==> config.mk <==
export PLATFORM = sky130hd
export DESIGN_NAME = kvtl_lerp
export DESIGN_NICKNAME = d
export VERILOG_FILES = /design/src/rtl/kvtl_pkg.sv /design/src/rtl/kvtl_lerp.sv
export SDC_FILE = /design/constraint.sdc
export NUM_CORES = 2
export LEC_CHECK = 0
export BUFFER_PORTS_ARGS = -buffer_cell sky130_fd_sc_hd__buf_2
export CORE_MARGIN = 5
export CORE_UTILIZATION = 60
export CTS_BUF_LIST = sky130_fd_sc_hd__clkbuf_2 sky130_fd_sc_hd__clkbuf_4 sky130_fd_sc_hd__clkbuf_8
export DETAILED_ROUTE_END_ITERATION = 8
export PLACE_DENSITY = 0.83
export SLEW_MARGIN = 30
export SYNTH_ARGS = -nofsm -noshare
export SYNTH_HDL_FRONTEND = slang
export SYNTH_SLANG_ARGS = --single-unit
==> constraint.sdc <==
create_clock -name clk -period 8.6 [get_ports clk]
set_input_delay 1.72 -clock clk [delete_from_list [all_inputs] [get_ports clk]]
set_output_delay 1.72 -clock clk [all_outputs]
set_load 0.01 [all_outputs]
==> src/rtl/kvtl_pkg.sv <==
// shared types and codes for the keyframe vector track block
package kvtl_pkg;

    typedef logic signed [31:0] fix_t;
    typedef fix_t [2:0] vec_t;

    typedef struct packed {
        logic [31:0] stamp;
        vec_t        vec;
    } key_t;

    typedef struct packed {
        logic busy;
        logic done;
    } div_status_t;

    localparam int MAX_KEYS_DEFAULT = 64;

    localparam logic [15:0] EPSILON_RESET = 16'd66;

    localparam logic [1:0] CMD_CLEAR  = 2'd0;
    localparam logic [1:0] CMD_APPEND = 2'd1;
    localparam logic [1:0] CMD_QUERY  = 2'd2;

    localparam logic [1:0] STATUS_HIT   = 2'd0;
    localparam logic [1:0] STATUS_LERP  = 2'd1;
    localparam logic [1:0] STATUS_HOLD  = 2'd2;
    localparam logic [1:0] STATUS_EMPTY = 2'd3;

    localparam logic [1:0] COMP_LAST = 2'd2;

    localparam int ALPHA_W = 17;
    localparam logic [ALPHA_W-1:0] ALPHA_MAX = 17'h10000;

endpackage

==> src/rtl/kvtl_lerp.sv <==
// shared lerp pipe: subtract, multiply by alpha, shift and add, one component per cycle
module kvtl_lerp
    import kvtl_pkg::*;
(
    input  logic               clk,
    input  logic               rst_n,
    input  logic               start,
    input  logic [ALPHA_W-1:0] alpha,
    input  vec_t               a_vec,
    input  vec_t               b_vec,
    output logic               done,
    output vec_t               res_vec
);

    logic               issuing_reg, issuing_next;
    logic [1:0]         cnt_reg, cnt_next;
    logic               s1_vld_reg, s2_vld_reg, done_reg;
    logic [1:0]         s1_idx_reg, s2_idx_reg;
    logic signed [32:0] s1_diff_reg;
    fix_t               s1_a_reg, s2_a_reg;
    logic signed [50:0] s2_prod_reg;
    vec_t               res_reg;

    always_comb
    begin
        issuing_next = issuing_reg;
        cnt_next     = cnt_reg;
        if (start)
        begin
            issuing_next = 1'b1;
            cnt_next     = '0;
        end
        else if (issuing_reg)
        begin
            cnt_next = cnt_reg + 2'd1;
            if (cnt_reg == COMP_LAST)
            begin
                issuing_next = 1'b0;
            end
        end
    end

    always_ff @(posedge clk or negedge rst_n)
    begin
        if (!rst_n)
        begin
            issuing_reg <= 1'b0;
            cnt_reg     <= '0;
            s1_vld_reg  <= 1'b0;
            s2_vld_reg  <= 1'b0;
            done_reg    <= 1'b0;
        end
        else
        begin
            issuing_reg <= issuing_next;
            cnt_reg     <= cnt_next;
            s1_vld_reg  <= issuing_reg;
            s2_vld_reg  <= s1_vld_reg;
            done_reg    <= s2_vld_reg && (s2_idx_reg == COMP_LAST);
        end
    end

    always_ff @(posedge clk)
    begin
        s1_idx_reg  <= cnt_reg;
        s1_diff_reg <= 33'(b_vec[cnt_reg]) - 33'(a_vec[cnt_reg]);
        s1_a_reg    <= a_vec[cnt_reg];
        s2_idx_reg  <= s1_idx_reg;
        s2_prod_reg <= 51'(s1_diff_reg * $signed({1'b0, alpha}));
        s2_a_reg    <= s1_a_reg;
        // low 32 bits of floor(prod / 65536) are bits 47:16
        if (s2_vld_reg)
        begin
            res_reg[s2_idx_reg] <= s2_a_reg + $signed(s2_prod_reg[47:16]);
        end
    end

    assign done    = done_reg;
    assign res_vec = res_reg;

endmodule

==> flow_metrics.tcl <==
set metrics [dict create \
    reg2reg_slack_ns 1.99 \
    place.gp.congestion 0.951 \
    synth_seq_cells 235 \
    tns_ns 0 \
    status "finished, final reports clean" \
    fin_hold_ws_ns 0.324 \
    grt_max_degree 68 \
    area_growth_pct 9.34 \
    synth_top_cell_by_area "fa_1" \
    synth_top_flop_cell "dfxtp_1" \
    nFillCells 3720 \
    ys_seq_area_frac 0.198 \
    multiInputGateArea_mm2 0.0202 \
    syn-num-nets 3898 \
    fp.dieH_um 229 \
    synth_area_leaders "fa_1 (36%), edfxtp_1 (10%), dfxtp_1 (9.3%), inv_1 (8.5%), ha_1 (7.6%)" \
    crit_end "s2_prod_reg[42]" \
    postRouteAntennaNets 0 \
    rsz0062_at_grt "no" \
    synth_edf_count 96 \
    post-route-util 0.661 \
    drt_pass1_iterations 6 \
    via_per_inst 5.57 \
    placed_area_mm2 0.0308 \
    io_buffers 308 \
    antenna_found_initial 1 \
    fin_crit_sh 0.860 \
    die_x_um 229 \
    start_kind "input pin" \
    dieArea_mm2 0.0524 \
    r2r_cells 19 \
    dr_wl_met3_mm 5.29 \
    cp_data_required_time_ns 9.08 \
    ff_latch_area_mm2 0.00570 \
    grt_pass1_wl_mm 122 \
    dp_hpwl_mm 58.4 \
    row_count 80 \
    first_global_vias 23500 \
    startpoint "alpha[5]" \
    cts.sinks 235 \
    cts_setup_buffers 0 \
    slew_violations 0 \
    relSlewSlack 0.332 \
    final_area_mm2 0.0314 \
    clockRootBuffer "clkbuf_8" \
    hold_path_class "reg2reg" \
    wl_met1_mm 28.3 \
    critPathKind "in2reg" \
    grt_overflow 0 \
    clk_latency_ns 0.59 \
    syn_avg_cell_area_um2 9.60 \
    track_usage 0.291 \
    reg2reg_from "s1_diff_reg[10]" \
    synth_cells 2996 \
    cts_buffers 31 \
    vias 21600 \
    yosysWarnings 0 \
    wl_met2_mm 37.8 \
    initial_utilization 0.605 \
    tightestPinTransition_ns 0.991 \
    worstReg2RegEnd "s2_prod_reg[42]" \
    routedWlPerCell_um 19.3 \
    nets 4145 \
    final.min_clock_period_ns 7.40 \
    ys_types 71 \
    path_max_fanout 33 \
    yosysTopAreaCellShare 0.359 \
    cts_tree "built" \
    hold_buffers 0 \
    synthArstFlopShare 0.0255 \
    max-clock-path-buffers 3 \
    layout-drive-gt1-share 0.124 \
    largest_reg_flops 96 \
    drc 0 \
    cts_resized 0 \
    wl_mm 75.0 \
    worstPathArrival_ns 7.87 \
    drt_iter0_markers 1557 \
    io_pins 309 \
    setup_viol 0 \
    core_mm2 0.0475 \
    endpoint_kind "flop" \
    hold_viol 0 \
    clock.fmax_mhz 135 \
    max_cap_viol_count 0 \
    synth_area_mm2 0.0288 \
    clock_skew_ns 0.0150 \
    htreeDepth 1 \
    clkTransAtPathRegs_ns 0.08 \
    top_layer "met4" \
]
[layout by cell type (no fill, tap or decap), drive strengths merged, types with 4 or more instances in the layout]
master	count
inv	651
fa	516
buf	325
and2	319
nand2	310
ha	174
dfxtp	133
a21oi	113
edfxtp	96
nor2	90
o21ai	76
xnor2	72
mux2i	65
clkbuf	44
a21o	29
xor2	27
nor3	24
nand3	22
o21a	18
and3	13
nor2b	13
nand2b	12
o21bai	10
clkinv	10
nand4	8
a31oi	7
o31ai	6
a211oi	6
dfrtp	6
or3	5
o211ai	5
a21boi	5
o221ai	4
o2111ai	4
o31a	4
nor4	4
[cells in the mapped netlist (5+ instances only)]
library cell,n
nand4_1,8
o21ai_0,71
inv_1,650
nor3_1,24
a31oi_1,6
mux2i_1,65
nor2_1,90
nor2b_1,13
nand2b_1,12
a21o_1,29
o31ai_1,6
fa_1,516
dfxtp_1,133
and2_1,319
o21a_1,18
o21bai_1,10
edfxtp_1,96
ha_1,174
a21oi_1,109
dfrtp_1,6
clkbuf_1,103
and3_1,13
xor2_1,27
buf_1,7
nand2_1,310
or3_1,5
nand3_1,22
xnor2_1,72
[cell type report]
cell class | count | area share
antenna | 1 | 0.0000796
sequential | 235 | 0.181
tap | 615 | 0.0245
multi-input combinational | 2000 | 0.643
inverter | 650 | 0.0776
clock inverter | 14 | 0.00330
clock buffer | 44 | 0.0173
timing repair buffer | 325 | 0.0531
[layer usage]
layer	up-vias	track usage
li1	9625	-
met1	10800	0.372
met2	938	0.503
met3	254	0.0373
met4	0	0.123
met5	-	0
[critical path, cell delays in order]
cell and delay, ns:
buf_2 0.65, and2_1 0.25, fa_1 0.41, inv_1 0.09
fa_1 0.41, fa_1 0.51, inv_1 0.05, fa_1 0.51
fa_1 0.51, inv_1 0.05, fa_1 0.49, inv_1 0.05
ha_1 0.36, and3_1 0.22, or3b_4 0.39, o21ai_2 0.29
a21oi_4 0.15, o311ai_2 0.32, a31o_2 0.24, a21oi_2 0.07
xnor2_1 0.13
[cells by family after synthesis]
| kind of cell | Yosys count | share of synthesized area |
|---|---|---|
| muxes | 65 | 0.0226 |
| xor gates and xnor gates | 99 | 0.0301 |
| and+or+nand+nor | 837 | 0.147 |
| buffers and inverters | 761 | 0.0994 |
| DFF | 235 | 0.198 |
| AOI/OAI and AO/OA | 309 | 0.0681 |
| adders and majority gates | 690 | 0.435 |
[per-stage QoR]
step,setup slack (ns),instances
4_1_cts,1.27,3883
5_1_grt,0.908,3883
3_5_place_dp,0.636,3825
2_1_floorplan,1.30,2996
3_3_place_gp,0.747,3825
6_report,1.20,3884
[worst min path at each step]
| stage | to | start | cells after the start | slack, ns |
|---|---|---|---|---|
| after floorplan | s2_a_reg[0] | s1_a_reg[0] | 0 | 0.31 |
| after global placement | s2_a_reg[30] | s1_a_reg[30] | 0 | 0.31 |
| after detailed placement | s2_a_reg[25] | s1_a_reg[25] | 0 | 0.31 |
| after CTS | s2_a_reg[5] | s1_a_reg[5] | 0 | 0.33 |
| after global routing | s2_a_reg[12] | s1_a_reg[12] | 0 | 0.33 |
| final | s2_a_reg[5] | s1_a_reg[5] | 0 | 0.32 |
Power is left out: the tool's default activity adds up to more than one toggle a clock period on the data nets, which glitch-free logic cannot reach.
