`config.mk`:
```
export PLATFORM = sky130hd
export DESIGN_NAME = kvtl_divider
export DESIGN_NICKNAME = d
export VERILOG_FILES = /design/src/rtl/kvtl_pkg.sv /design/src/rtl/kvtl_divider.sv
export SDC_FILE = /design/constraint.sdc
export NUM_CORES = 1
export LEC_CHECK = 0
export BUFFER_PORTS_ARGS = -buffer_cell sky130_fd_sc_hd__clkbuf_2
export CORE_MARGIN = 1
export CORE_UTILIZATION = 50
export CTS_BUF_LIST = sky130_fd_sc_hd__clkbuf_16
export DETAILED_ROUTE_END_ITERATION = 10
export PLACE_DENSITY = 0.72
export SLEW_MARGIN = 15
export SYNTH_ARGS = -nofsm -noshare
export SYNTH_HDL_FRONTEND = slang
export SYNTH_SLANG_ARGS = --single-unit
```
`constraint.sdc`:
```
create_clock -name clk -period 7.1 [get_ports clk]
set_input_delay 0.355 -clock clk [delete_from_list [all_inputs] [get_ports clk]]
set_output_delay 0.355 -clock clk [all_outputs]
set_load 0.05 [all_outputs]
```
`src/rtl/kvtl_pkg.sv`:
```
// shared types and codes for the keyframe vector track block
package kvtl_pkg;

    typedef logic signed [31:0] fix_t;
    typedef fix_t [2:0] vec_t;

    typedef struct packed {
        logic [31:0] stamp;
        vec_t        vec;
    } key_t;

    typedef struct packed {
        logic busy;
        logic done;
    } div_status_t;

    localparam int MAX_KEYS_DEFAULT = 64;

    localparam logic [15:0] EPSILON_RESET = 16'd66;

    localparam logic [1:0] CMD_CLEAR  = 2'd0;
    localparam logic [1:0] CMD_APPEND = 2'd1;
    localparam logic [1:0] CMD_QUERY  = 2'd2;

    localparam logic [1:0] STATUS_HIT   = 2'd0;
    localparam logic [1:0] STATUS_LERP  = 2'd1;
    localparam logic [1:0] STATUS_HOLD  = 2'd2;
    localparam logic [1:0] STATUS_EMPTY = 2'd3;

    localparam logic [1:0] COMP_LAST = 2'd2;

    localparam int ALPHA_W = 17;
    localparam logic [ALPHA_W-1:0] ALPHA_MAX = 17'h10000;

endpackage

```
`src/rtl/kvtl_divider.sv`:
```
// restoring divider for alpha = (num << 16) / den, one quotient bit per cycle
module kvtl_divider
    import kvtl_pkg::*;
(
    input  logic               clk,
    input  logic               rst_n,
    input  logic               start,
    input  logic [31:0]        num,
    input  logic [31:0]        den,
    output div_status_t        stat,
    output logic [ALPHA_W-1:0] quot
);

    localparam logic [4:0] LAST_STEP = 5'(ALPHA_W - 1);

    logic               busy_reg, busy_next;
    logic               done_reg, done_next;
    logic [4:0]         cnt_reg, cnt_next;
    logic [31:0]        rem_reg, rem_next;
    logic [31:0]        den_reg, den_next;
    logic [ALPHA_W-1:0] bits_reg, bits_next;
    logic [ALPHA_W-1:0] quot_reg, quot_next;
    logic [32:0]        trial;
    logic               qbit;

    // num <= den, so num >> 1 is already below den and the upper quotient bits are zero
    always_comb
    begin
        busy_next = busy_reg;
        done_next = 1'b0;
        cnt_next  = cnt_reg;
        rem_next  = rem_reg;
        den_next  = den_reg;
        bits_next = bits_reg;
        quot_next = quot_reg;
        trial     = {rem_reg, bits_reg[ALPHA_W-1]};
        qbit      = (trial >= {1'b0, den_reg});
        if (start)
        begin
            busy_next = 1'b1;
            cnt_next  = '0;
            rem_next  = {1'b0, num[31:1]};
            den_next  = den;
            bits_next = {num[0], {(ALPHA_W-1){1'b0}}};
            quot_next = '0;
        end
        else if (busy_reg)
        begin
            rem_next  = qbit ? 32'(trial - {1'b0, den_reg}) : trial[31:0];
            quot_next = {quot_reg[ALPHA_W-2:0], qbit};
            bits_next = {bits_reg[ALPHA_W-2:0], 1'b0};
            cnt_next  = cnt_reg + 5'd1;
            if (cnt_reg == LAST_STEP)
            begin
                busy_next = 1'b0;
                done_next = 1'b1;
            end
        end
    end

    always_ff @(posedge clk or negedge rst_n)
    begin
        if (!rst_n)
        begin
            busy_reg <= 1'b0;
            done_reg <= 1'b0;
            cnt_reg  <= '0;
        end
        else
        begin
            busy_reg <= busy_next;
            done_reg <= done_next;
            cnt_reg  <= cnt_next;
        end
    end

    always_ff @(posedge clk)
    begin
        rem_reg  <= rem_next;
        den_reg  <= den_next;
        bits_reg <= bits_next;
        quot_reg <= quot_next;
    end

    assign stat.busy = busy_reg;
    assign stat.done = done_reg;
    assign quot      = quot_reg;

endmodule

```
==> metrics <==
status complete, no violations; Pre-antenna DRT Iters 4; Pint ~1.4 mW; Final min period 3.86 ns; clock share of power 18.6%; initial antenna violation count 0; RSZ-0062 raised after global routing false; Post-Route Skew about 0.011 ns; layout cells sized above 1 between 10% and 20%; drt first-iter violations about 200; synth cell count leaders edfxtp_1 (64), nand2_1 (59), nor2_1 (59); syn_area_per_cell 9.73 um^2; CP peak stage delay about 0.78 ns; routed vias/inst between 5 and 6; Net Count, Synth about 650; slowest CP cell a2111oi_4; register bit total from synthesis 89; Sw Share between 40% and 50%; area post-placement 5850 um^2; ys flop type edfxtp_1; core area between 10000 and 15000 um^2; Adder-Cell Fraction of Synth Area about 8.3%; Cell Chain, Critical Path ha_1 > a21o_1 > a221oi_2 > o21ai_1 > o2111ai_2 > nand3_2 > a2111oi_4 > buf_4 > nor2_1 > a221o_1; Max Fclk 259 MHz; Pwr Total 2.43 mW; Setup TNS 0 ns; Worst Path Max Fanout 23; antenna cells 0; Max Cap Viol 0; Placement Setup Slack 3.27 ns; largest family of logic cells by synthesized area compound AO/OA/AOI/OAI gates; die width roughly 110 um; setup ws final 3.24 ns; row cnt 37; number of enable flip-flop cells after synthesis 64; sequential share of the synthesized area ~46%; PD cells 397 nW/um^2; # clock sinks 89; Worst Path Required roughly 7.2 ns; Slew headroom a little under a third; CTS max path bufs 2; count of different cell masters after synthesis between 50 and 60; Hold/Removal Path Class input pin to flop; met2 wire length 5.80 mm; antenna-violating nets left 0; IO buf count 85; synth top area cells edfxtp_1 (36%), ha_1 (7.9%), dfxtp_1 (6.7%); Worst setup EP type flop; Setup Fix Bufs, Post-CTS 0; post-synthesis mux area share under 10%; top layer in use met4; sequential share of power a little under a third; Synth Cell Area 5350 um^2; drc violations 0; Gate Count Post-Synth between 500 and 600; wire length on met3 a little under 800 um; Worst-path clk slew roughly 0.07 ns; die area around 11000 um^2; Comb pwr share between 40% and 50%; Via Count approximately 4300; Post-Layout Inst Area around 6100 um^2; Die Height ~110 um; worst skew pair latency 0.36 ns; kind of critical path flop to flop; starting density of the core between 50% and 60%; CTS tree done; Syn-to-layout area delta 14.6%; Total GRT Usage about a quarter; vias in the first global route 4292; Synth Area in Compound Gates 17.2%; wire per inst 15.7 um; xor and xnor area share after synthesis approximately 4%; WL final between 10 and 15 mm; final-stage net count 727; area share of the largest cell type after synthesis around 36%; crit path launch type flop; Worst IR Drop VDD 204 uV; warnings from Yosys 0; cts bufs inserted 9; Root Driver clkbuf_16; most frequent cell after synthesis edfxtp_1; final slew viol count 0; switching pwr about 1.0 mW; leading area contributor after synthesis edfxtp_1; largest net degree at the start of global routing 75; HPWL Detailed between 8 and 9 mm; Tcrit/Tclk final 54.3%; first-pass GRT wire length 20.2 mm; GRT Residual Overflow 0; Simple-Gate Fraction of Synth Area roughly 15%; Ports 86; wl on met1 5.32 mm; H-tree levels 3; Final GP Congestion ~0.84; Final Setup Violations 0; final core utilization about three fifths; Least-Margin Pin Slew ~1.0 ns; Post-synth ARST share a little under 8%; final hold viol count 0; worst endpoint data arrival time 3.96 ns; Leak 2.88 nW
-- worst max-delay path, delay by kind of cell, from the launching register on --
kind | cells | cell delay, ns
DFF | 1 | 0.40
adders and majority gates | 1 | 0.41
and+or+nand+nor | 2 | 0.28
AOI/OAI and AO/OA | 6 | 2.08
buffers and inverters | 1 | 0.41
-- repair_timing --
action	4_1_cts	5_1_grt
hold buffers	1	0
hold endpoints to repair	7	0
resized for setup	0	0
-- kinds of logic after synthesis --
group                      Yosys count
and+or+nand+nor                    177
xor gates and xnor gates            25
buffers and inverters               69
AOI/OAI and AO/OA                  134
adders and majority gates           35
muxes                               21
DFF                                 89
-- power groups by stage --
stage / combinational [mW] / sequential [mW] / clock, mW
floorplan: 0.952 / 0.774 / 0
global placement: 1.18 / 0.775 / 0
detailed placement: 1.20 / 0.778 / 0
CTS: 1.21 / 0.770 / 0.465
global route: 1.35 / 0.784 / 0.482
finish: 1.21 / 0.772 / 0.452
-- layout make-up --
cell class / count / area [um^2]
Multi-Input combinational cell: 392 / 2600
Timing Repair Buffer: 90 / 465
Clock buffer: 9 / 225
Clock inverter: 7 / 51.3
Tap cell: 136 / 170
Inverter: 43 / 161
Fill cell: 961 / 4240
Sequential cell: 89 / 2460
-- layout by cell type, fill, tap and decap left out, types with 2 or more instances in the layout --
| cell type | count |
|---|---|
| edfxtp_1 | 64 |
| nor3_1 | 8 |
| a211o_1 | 3 |
| inv_6 | 3 |
| nand3_1 | 9 |
| and4_1 | 2 |
| nand2_1 | 59 |
| a21o_1 | 16 |
| a211oi_1 | 4 |
| clkbuf_16 | 9 |
| a31oi_1 | 29 |
| a221o_1 | 2 |
| or3_1 | 5 |
| buf_4 | 4 |
| a2bb2oi_1 | 3 |
| a21oi_1 | 25 |
| and3_1 | 7 |
| nor2b_1 | 2 |
| dfrtp_1 | 7 |
| ha_1 | 34 |
| or2_2 | 4 |
| mux2i_1 | 20 |
| xor2_1 | 12 |
| o21ai_0 | 22 |
| inv_1 | 43 |
| a21boi_0 | 4 |
| and2_1 | 3 |
| o211ai_1 | 3 |
| a2111o_1 | 2 |
| clkinv_4 | 2 |
| nand4_1 | 10 |
| dfxtp_1 | 18 |
| clkbuf_2 | 85 |
| nand2b_1 | 5 |
| o21a_1 | 5 |
| xnor2_1 | 13 |
| nor2_1 | 59 |
-- path summary, 6_finish.rpt --
check	start	endpoint	slack [ns]	cells after the start
setup / recovery	rem_reg[7]	rem_reg[19]	3.24	10
hold / removal	den[5]	den_reg[5]	0.17	1
setup reg to reg	rem_reg[7]	rem_reg[19]	3.24	10
max in group asynchronous	rst_n	cnt_reg[2]	6.57	2
min in group asynchronous	rst_n	cnt_reg[0]	0.36	2
hold reg to reg	quot[16]	quot[16]	0.51	2
-- layer usage --
| layer | up-vias | GRT usage, % |
|---|---|---|
| li1 | 2147 | - |
| met1 | 1987 | 28.3 |
| met2 | 113 | 40.3 |
| met3 | 11 | 6.00 |
| met4 | 0 | 7.44 |
| met5 | - | 0 |
-- through the flow --
stage	hold WS (ns)	std cells
finish	0.169	766
global route	0.154	766
CTS	0.161	766
detailed placement	0.200	749
global placement	0.199	749
floorplan	0.0594	550
No activity file was read; power rests on OpenSTA's default activity.
